### src/hw/rtl/rnft_pkg.sv
// Shared types, codes and constants for the RSSI noise floor tracker.
`timescale 1ns / 1ps

package rnft_pkg;

    // Default number of samples averaged into one floor estimate.
    localparam int SAMPLE_COUNT_DEF = 64;

    // Configuration port widths and reset values.
    localparam int CFG_IDX_W  = 1;
    localparam int CFG_DATA_W = 8;
    localparam logic [6:0]        MARGIN_RST    = 7'd14;
    localparam logic signed [7:0] FLOOR_MIN_RST = -8'sd120;

    // Configuration register indexes.
    localparam logic [CFG_IDX_W-1:0] CFG_SAMPLE_MARGIN = 1'b0;
    localparam logic [CFG_IDX_W-1:0] CFG_FLOOR_MINIMUM = 1'b1;

    // Action codes carried by each input item.
    typedef enum logic [1:0] {
        ACT_TICK      = 2'd0,
        ACT_CALIBRATE = 2'd1,
        ACT_AGC_RESET = 2'd2
    } action_t;

    // One input item.
    typedef struct packed {
        logic [1:0]         action;
        logic signed [7:0]  rssi;
        logic               preamble_seen;
        logic               header_valid;
        logic               rx_done;
        logic               tx_done;
        logic               tx_waiting;
        logic signed [15:0] new_threshold;
    } in_item_t;

    // One result item.
    typedef struct packed {
        logic signed [7:0] noise_floor;
        logic              channel_busy;
        logic              sampling_active;
        logic [6:0]        samples_taken;
        logic              agc_reset_done;
    } out_item_t;

    // Current configuration register contents.
    typedef struct packed {
        logic [6:0]        sample_margin;
        logic signed [7:0] floor_minimum;
    } cfg_t;

endpackage

### src/hw/rtl/rnft_cfg_regs.sv
// Configuration registers of the RSSI noise floor tracker.
`timescale 1ns / 1ps

module rnft_cfg_regs (
    input  logic                              aclk,
    input  logic                              aresetn,
    input  logic                              wr_en,
    input  logic [rnft_pkg::CFG_IDX_W-1:0]    wr_index,
    input  logic [rnft_pkg::CFG_DATA_W-1:0]   wr_data,
    output rnft_pkg::cfg_t                    cfg
);

    logic [6:0]        margin_reg;
    logic signed [7:0] floor_min_reg;

    // Register write decode.
    always_ff @(posedge aclk) begin
        if (!aresetn) begin
            margin_reg    <= rnft_pkg::MARGIN_RST;
            floor_min_reg <= rnft_pkg::FLOOR_MIN_RST;
        end else if (wr_en) begin
            unique case (wr_index)
                rnft_pkg::CFG_SAMPLE_MARGIN: margin_reg    <= wr_data[6:0];
                rnft_pkg::CFG_FLOOR_MINIMUM: floor_min_reg <= signed'(wr_data[7:0]);
                default: ;
            endcase
        end
    end

    assign cfg.sample_margin = margin_reg;
    assign cfg.floor_minimum = floor_min_reg;

endmodule

### src/hw/rtl/rnft_avg_unit.sv
// Averaging unit: sum divided by the sample count, truncated toward zero and clamped.
`timescale 1ns / 1ps

module rnft_avg_unit #(
    parameter int SAMPLE_COUNT = rnft_pkg::SAMPLE_COUNT_DEF
) (
    input  logic signed [$clog2(SAMPLE_COUNT)+7:0] sum,
    input  logic signed [7:0]                      floor_min,
    output logic signed [7:0]                      avg
);

    localparam int L    = $clog2(SAMPLE_COUNT);
    localparam int SW   = L + 8;
    localparam int DIVK = SW + L;
    localparam int RW   = SW + 2;
    localparam int PW   = SW + RW;
    // Reciprocal scaled by 2^DIVK, rounded up; exact for every magnitude below 2^SW.
    localparam logic [RW-1:0] RECIP =
        RW'(((64'd1 << DIVK) + 64'(SAMPLE_COUNT) - 64'd1) / 64'(SAMPLE_COUNT));

    logic              neg;
    logic [SW-1:0]     mag;
    logic [PW-1:0]     prod;
    logic [8:0]        quot;
    logic signed [8:0] quot_s;
    logic signed [8:0] avg9;
    logic signed [8:0] min9;

    // Divide the magnitude by multiplying with the reciprocal, then restore the sign.
    always_comb begin
        neg    = sum[SW-1];
        mag    = neg ? (~unsigned'(sum) + 1'b1) : unsigned'(sum);
        prod   = PW'(mag) * PW'(RECIP);
        quot   = 9'(prod >> DIVK);
        quot_s = signed'(quot);
        avg9   = neg ? -quot_s : quot_s;
        min9   = {floor_min[7], floor_min};
        avg    = (avg9 < min9) ? floor_min : avg9[7:0];
    end

endmodule

### src/hw/rtl/rnft_core.sv
// Tracker state and the per-item update of floor, threshold and sampling run.
`timescale 1ns / 1ps

module rnft_core #(
    parameter int SAMPLE_COUNT = rnft_pkg::SAMPLE_COUNT_DEF
) (
    input  logic                 aclk,
    input  logic                 aresetn,
    input  logic                 step,
    input  rnft_pkg::in_item_t   item,
    input  rnft_pkg::cfg_t       cfg,
    output rnft_pkg::out_item_t  result
);

    localparam int SW = $clog2(SAMPLE_COUNT) + 8;
    localparam int CW = $clog2(SAMPLE_COUNT + 1);
    localparam logic [CW-1:0] COUNT_FULL = CW'(SAMPLE_COUNT);

    logic signed [7:0]  floor_reg, floor_next;
    logic signed [15:0] thr_reg, thr_next;
    logic [CW-1:0]      count_reg, count_next;
    logic signed [SW-1:0] sum_reg, sum_next;

    logic               packet;
    logic               flags_pending;
    logic               full;
    logic               below;
    logic               busy;
    logic               agc_ok;
    logic signed [16:0] busy_lim;
    logic signed [9:0]  samp_lim;
    logic signed [7:0]  avg;

    rnft_avg_unit #(
        .SAMPLE_COUNT(SAMPLE_COUNT)
    ) u_avg (
        .sum       (sum_reg),
        .floor_min (cfg.floor_minimum),
        .avg       (avg)
    );

    // Channel busy and sampling window, both from the state before the item.
    always_comb begin
        packet        = item.preamble_seen | item.header_valid;
        flags_pending = packet | item.rx_done | item.tx_done;
        full          = (count_reg >= COUNT_FULL);
        busy_lim      = {{9{floor_reg[7]}}, floor_reg} + {thr_reg[15], thr_reg};
        busy          = packet ||
                        ((thr_reg != 16'sd0) &&
                         (signed'({{9{item.rssi[7]}}, item.rssi}) > busy_lim));
        samp_lim      = {{2{floor_reg[7]}}, floor_reg} + signed'({3'b000, cfg.sample_margin});
        below         = (signed'({{2{item.rssi[7]}}, item.rssi}) < samp_lim);
    end

    // Next state for each action.
    always_comb begin
        floor_next = floor_reg;
        thr_next   = thr_reg;
        count_next = count_reg;
        sum_next   = sum_reg;
        agc_ok     = 1'b0;
        case (item.action)
            rnft_pkg::ACT_TICK: begin
                if (!item.tx_waiting && !full) begin
                    if (!packet && below) begin
                        count_next = count_reg + 1'b1;
                        sum_next   = sum_reg + {{(SW-8){item.rssi[7]}}, item.rssi};
                    end
                end else if (full && (sum_reg != '0)) begin
                    floor_next = avg;
                    sum_next   = '0;
                end
            end
            rnft_pkg::ACT_CALIBRATE: begin
                thr_next = item.new_threshold;
                if (full) begin
                    count_next = '0;
                    sum_next   = '0;
                end
            end
            rnft_pkg::ACT_AGC_RESET: begin
                if (!flags_pending) begin
                    floor_next = '0;
                    count_next = '0;
                    sum_next   = '0;
                    agc_ok     = 1'b1;
                end
            end
            default: ;
        endcase
    end

    // Result reflects the state after the item.
    always_comb begin
        result.noise_floor     = floor_next;
        result.channel_busy    = busy;
        result.sampling_active = (count_next < COUNT_FULL);
        result.samples_taken   = 7'(count_next);
        result.agc_reset_done  = agc_ok;
    end

    // State registers advance once per item.
    always_ff @(posedge aclk) begin
        if (!aresetn) begin
            floor_reg <= '0;
            thr_reg   <= '0;
            count_reg <= '0;
            sum_reg   <= '0;
        end else if (step) begin
            floor_reg <= floor_next;
            thr_reg   <= thr_next;
            count_reg <= count_next;
            sum_reg   <= sum_next;
        end
    end

endmodule

### src/hw/rtl/rssi_noise_floor_tracker_unit.sv
// Top level of the RSSI noise floor tracker: input register, core and result register.
//
//   Channel   Direction  Handshake            Payload
//   s_        in         s_valid / s_ready    s_item   (rnft_pkg::in_item_t)
//   m_        out        m_valid / m_ready    m_item   (rnft_pkg::out_item_t)
//   cfg_      in         cfg_valid/cfg_ready  cfg_index, cfg_data
//
// One item per cycle sustained while m_ready stays high; each item is held in the input
// register, and its result from the combinational core update goes into the result register.
// Reset is synchronous; there is no clearing pass.
// While the result register is held by m_ready low, one more item is taken into the
// input register, then s_ready drops. Configuration writes are always accepted.
`timescale 1ns / 1ps

module rssi_noise_floor_tracker_unit #(
    parameter int SAMPLE_COUNT = rnft_pkg::SAMPLE_COUNT_DEF
) (
    input  logic                            aclk,
    input  logic                            aresetn,
    input  logic                            s_valid,
    output logic                            s_ready,
    input  rnft_pkg::in_item_t              s_item,
    output logic                            m_valid,
    input  logic                            m_ready,
    output rnft_pkg::out_item_t             m_item,
    input  logic                            cfg_valid,
    output logic                            cfg_ready,
    input  logic [rnft_pkg::CFG_IDX_W-1:0]  cfg_index,
    input  logic [rnft_pkg::CFG_DATA_W-1:0] cfg_data
);

    logic                in_valid_reg;
    rnft_pkg::in_item_t  in_item_reg;
    logic                out_valid_reg;
    rnft_pkg::out_item_t out_item_reg;
    rnft_pkg::cfg_t      cfg;
    rnft_pkg::out_item_t result;
    logic                advance;
    logic                s_take;

    assign cfg_ready = 1'b1;

    rnft_cfg_regs u_cfg (
        .aclk     (aclk),
        .aresetn  (aresetn),
        .wr_en    (cfg_valid),
        .wr_index (cfg_index),
        .wr_data  (cfg_data),
        .cfg      (cfg)
    );

    rnft_core #(
        .SAMPLE_COUNT(SAMPLE_COUNT)
    ) u_core (
        .aclk    (aclk),
        .aresetn (aresetn),
        .step    (advance),
        .item    (in_item_reg),
        .cfg     (cfg),
        .result  (result)
    );

    // The held item moves on whenever the result register is free or being emptied.
    assign advance = in_valid_reg && (!out_valid_reg || m_ready);
    assign s_ready = !in_valid_reg || advance;
    assign s_take  = s_valid && s_ready;

    // Input register.
    always_ff @(posedge aclk) begin
        if (!aresetn) begin
            in_valid_reg <= 1'b0;
        end else if (s_take) begin
            in_valid_reg <= 1'b1;
        end else if (advance) begin
            in_valid_reg <= 1'b0;
        end
    end

    always_ff @(posedge aclk) begin
        if (s_take) begin
            in_item_reg <= s_item;
        end
    end

    // Result register.
    always_ff @(posedge aclk) begin
        if (!aresetn) begin
            out_valid_reg <= 1'b0;
        end else if (advance) begin
            out_valid_reg <= 1'b1;
        end else if (m_ready) begin
            out_valid_reg <= 1'b0;
        end
    end

    always_ff @(posedge aclk) begin
        if (advance) begin
            out_item_reg <= result;
        end
    end

    assign m_valid = out_valid_reg;
    assign m_item  = out_item_reg;

endmodule

### config.mk
export PLATFORM = sky130hd
export DESIGN_NAME = rssi_noise_floor_tracker_unit
export DESIGN_NICKNAME = d
export VERILOG_FILES = /design/src/hw/rtl/rnft_pkg.sv /design/src/hw/rtl/rnft_cfg_regs.sv /design/src/hw/rtl/rnft_avg_unit.sv /design/src/hw/rtl/rnft_core.sv /design/src/hw/rtl/rssi_noise_floor_tracker_unit.sv
export SDC_FILE = /design/constraint.sdc
export NUM_CORES = 1
export LEC_CHECK = 0
export ABC_CLOCK_PERIOD_IN_PS = 9400
export BUFFER_PORTS_ARGS = -buffer_cell sky130_fd_sc_hd__clkbuf_2
export CORE_UTILIZATION = 35
export DETAILED_ROUTE_END_ITERATION = 8
export HOLD_SLACK_MARGIN = 0.15
export PLACE_DENSITY = 0.5
export SLEW_MARGIN = 20
export SYNTH_ARGS = -nofsm -noshare
export SYNTH_HDL_FRONTEND = slang
export SYNTH_SLANG_ARGS = --single-unit
### constraint.sdc
create_clock -name aclk -period 9.4 [get_ports aclk]
set_clock_uncertainty 0.2 [all_clocks]
set_input_delay 0.94 -clock aclk [delete_from_list [all_inputs] [get_ports aclk]]
set_output_delay 0.94 -clock aclk [all_outputs]
set_load 0.01 [all_outputs]
==> results summary <==
The final wirelength is 17.1 mm. Once the clock tree was built, the setup fixing pass inserted 0 buffers. Setup repair after global routing left no endpoint under its margin. STA classifies the critical path endpoint as a flop. The hold buffer count at cts is 0. The global-route usage over all layers came out at between 10% and 20%.

The floorplan die area is 0.0206 mm^2. The worst setup path is of the reg2reg kind. The total clock sinks came out at 111. Buffers placed on the I/O ports in this run total 64.

The residual overflow from global routing came out at 0. At the worst endpoint, the required time is 9.31 ns. The placeable core area is 0.0195 mm^2. The maximum VDD drop came out at 0.0000877 V. The endpoint identified for the worst register-to-register timing path is m_item[17]$_DFFE_PP_. Entering global routing, the biggest net connects 63 pins.

The CTS tree is yes. The number of routed nets with antenna violations came out at 0. The run finished with clean final reports. The startpoint of the most critical hold path is u_cfg.floor_min_reg[2]$_SDFFE_PN0P_.

The logic depth of the worst register-to-register path came out at 16. The share of post-route cells with drive strength above 1 came out at 11.4%. The total leakage power came out at ~3.3 nW. The worst hold path terminates at u_cfg.floor_min_reg[2]$_SDFFE_PN0P_.

The async set-reset flop share out of synthesis is 0%. The die extent in y came out at 143 um. The number of H-tree levels is 3. The count of final max-slew check failures came to 0.

The total power draw is 1.10 mW. Counting instances, the worst hold path has a depth of 2. The time the final worst path needs with I/O delays and setup is 4.67 ns. The number of instances in the synthesized netlist is 760. Counting flops and latches in the post-synthesis netlist gives about 110. The top achievable clock speed is approximately 210 MHz. Relative to the synthesized area, the layout overhead comes to 13.1%. The number of instances in the placed design is 1066. The final standard cell utilization of the core is between 40 and 50%.

The clock slew seen by the registers of the worst setup and hold paths came out at 0.08 ns. The Yosys warning count is 0. The number of global-route vias before repair came to 5540. The synthesized area per cell came out at 9.21 um^2. The post-CTS resize count is 0. The filler cells instantiated in the layout total roughly 2000. The clock tree root driver cell is clkbuf_16. The count of endpoints failing setup in the final report is 0.

The number of distinct standard cells referenced by the synthesized netlist came out at 58. In this run the critical register-to-register path is launched from u_core.sum_reg[1]$_SDFFE_PN0P_. Row generation in the floorplan step produced 51 rows. The slack of the worst reg-to-reg path is 4.73 ns. Measured against its own limit, the worst slew margin works out to 35.7%. Counting along the longest clock path gives a buffer depth of 2.

The number of nets in the finished design is between 900 and 1000. The total power divided by cell area is 140 mW/mm^2. The commonest non-fill, non-tap cell in the layout is nand2_1. The highest fanout seen on the critical path came out at 13. The arrival time at the worst endpoint is 4.58 ns. The number of nets in the synthesized netlist is 885. The count of endpoints failing hold in the final timing report was 0. At the later pin of the worst-skew pair, clock insertion delay measures around 0.36 ns. The global-route wire length before repair came out at approximately 28 mm. The total DRC errors in the routed layout came out at 0.

Pin placement for this block handled 66 I/O pins. The min-delay analysis places its worst path in the category reg2reg. The count of inserted antenna diode cells came out at 0. The setup TNS came out at 0 ns. The fraction of the yosys area taken by sequential cells came out at 38.8%. TritonCTS created 9 clock buffers. The cell area that synthesis handed to floorplanning was about 0.0070 mm^2. The iteration-0 DRC count of the detailed router is 298. The routed layout has 5708 vias. The number of non-filler instances in the completed layout came out at 1082. The number of flip-flops under the largest register name is 31. The weighted congestion reported at the end of routability-driven placement is 0.840. The tool flagged a number of max-cap violations equal to 0. After detailed routing, the average wire length per cell comes to 15.8 um. For this run, the leading register cell type out of synthesis is dfxtp_1. Leaving out fill and tap cells, the most frequent cells in the layout are nand2_1, ha_1, clkbuf_2. The initial antenna violation count is 0. The final critical path takes up between 40% and 50% of the cycle. The HPWL after detailed placement came out at 13.3 mm. The number of iterations in the first detailed-routing pass is 5. The via density per instance is 5.28. The initial core utilization is 35.8%. The die is between 100 and 150 um wide. STA classifies the critical path startpoint as a flop. Counting flops with a built-in enable in the synthesized netlist gives 49. The slew of the pin with the lowest slew margin is 0.959 ns.
==> synthesized netlist by cell type, drive strengths merged (3+ instances only) <==
cell type	count	share of area, %
a211oi	4	0.43
a21boi	39	4.2
a21o	20	2.1
a21oi	37	2.6
a31oi	13	1.2
a41oi	5	0.63
and2	5	0.45
and3	9	0.80
and4	5	0.63
buf	5	0.39
clkbuf	23	1.2
dfxtp	62	18
edfxtp	49	21
fa	3	0.86
ha	77	14
inv	31	1.7
mux2	3	0.48
mux2i	6	1.0
nand2	124	6.7
nand2b	11	0.98
nand3	25	1.8
nand3b	3	0.32
nand4	12	1.1
nand4b	3	0.38
nor2	23	1.2
nor2b	9	0.80
nor3	6	0.43
nor4	10	1.1
o211ai	5	0.54
o21a	7	0.75
o21ai	52	3.7
o21bai	5	0.54
o31ai	8	0.86
xnor2	16	2.0
xor2	22	2.8
==> routing by layer <==
layer / global-route usage (%) / vias up / wire [um]
met1: 22.5 / 2697 / 7890
met4: 6.10 / 0 / 287
li1: - / 2864 / -
met3: 2.73 / 17 / 676
met2: 29.4 / 130 / 8300
met5: 0 / - / 0
==> final cells by class <==
class                           instances  area (um^2)  area share, %
Timing Repair Buffer                   69          358           4.52
Clock buffer                           10          239           3.02
Clock inverter                          6         97.6           1.23
Inverter                               31          116           1.47
Sequential cell                       111         2710           34.3
Tap cell                              265          332           4.19
Multi-Input combinational cell        590         4060           51.3
==> stage by stage <==
step | hold WS [ns] | area, um^2 | worst slack, ns
4_1_cts | 0.281 | 7910 | 4.65
2_1_floorplan | 0.243 | 7000 | 5.55
3_5_place_dp | 0.265 | 7570 | 4.67
3_3_place_gp | 0.261 | 7570 | 4.80
6_report | 0.275 | 7910 | 4.73
5_1_grt | 0.313 | 7910 | 4.33
==> cell families after synthesis <==
group           synth area share (%)
compound gates                  19.4
fa+ha+maj                       14.6
other cells                   0.0536
flops                           38.8
mux                             1.52
buf+inv                         3.29
xor+xnor                        4.76
simple gates                    17.5
==> how the worst max path moves through the flow <==
stage                                              start                    to  slack (ns)  cells after the start
final                     u_core.sum_reg[1]$_SDFFE_PN0P_  m_item[17]$_DFFE_PP_        4.73                     16
after global routing      u_core.sum_reg[1]$_SDFFE_PN0P_  m_item[17]$_DFFE_PP_        4.33                     16
after CTS                 u_core.sum_reg[1]$_SDFFE_PN0P_  m_item[17]$_DFFE_PP_        4.65                     16
after detailed placement  u_core.sum_reg[1]$_SDFFE_PN0P_  m_item[17]$_DFFE_PP_        4.67                     16
after global placement    u_core.sum_reg[1]$_SDFFE_PN0P_  m_item[17]$_DFFE_PP_        4.80                     16
after floorplan           u_core.sum_reg[1]$_SDFFE_PN0P_  m_item[17]$_DFFE_PP_        5.55                     16
==> where the power goes <==
part	internal [mW]	total, mW	switching [mW]
sequential	0.522	0.536	0.0139
clock	0.245	0.428	0.183
combinational	0.0574	0.141	0.0836
==> worst max-delay path: stages (launching register included) <==
cell      delay (ns)
dfxtp_1         0.38
nor4_4          0.41
nand2_1         0.14
o21ai_0         0.21
xor2_1          0.19
ha_1            0.30
nand4_1         0.12
mux2i_1         0.21
xor2_1          0.30
ha_1            0.31
a21o_1          0.18
a221oi_1        0.30
o21ai_0         0.20
mux2i_4         0.38
mux2_1          0.40
nand3_1         0.12
nand2_1         0.09
No activity file was read; power rests on OpenSTA's default activity.
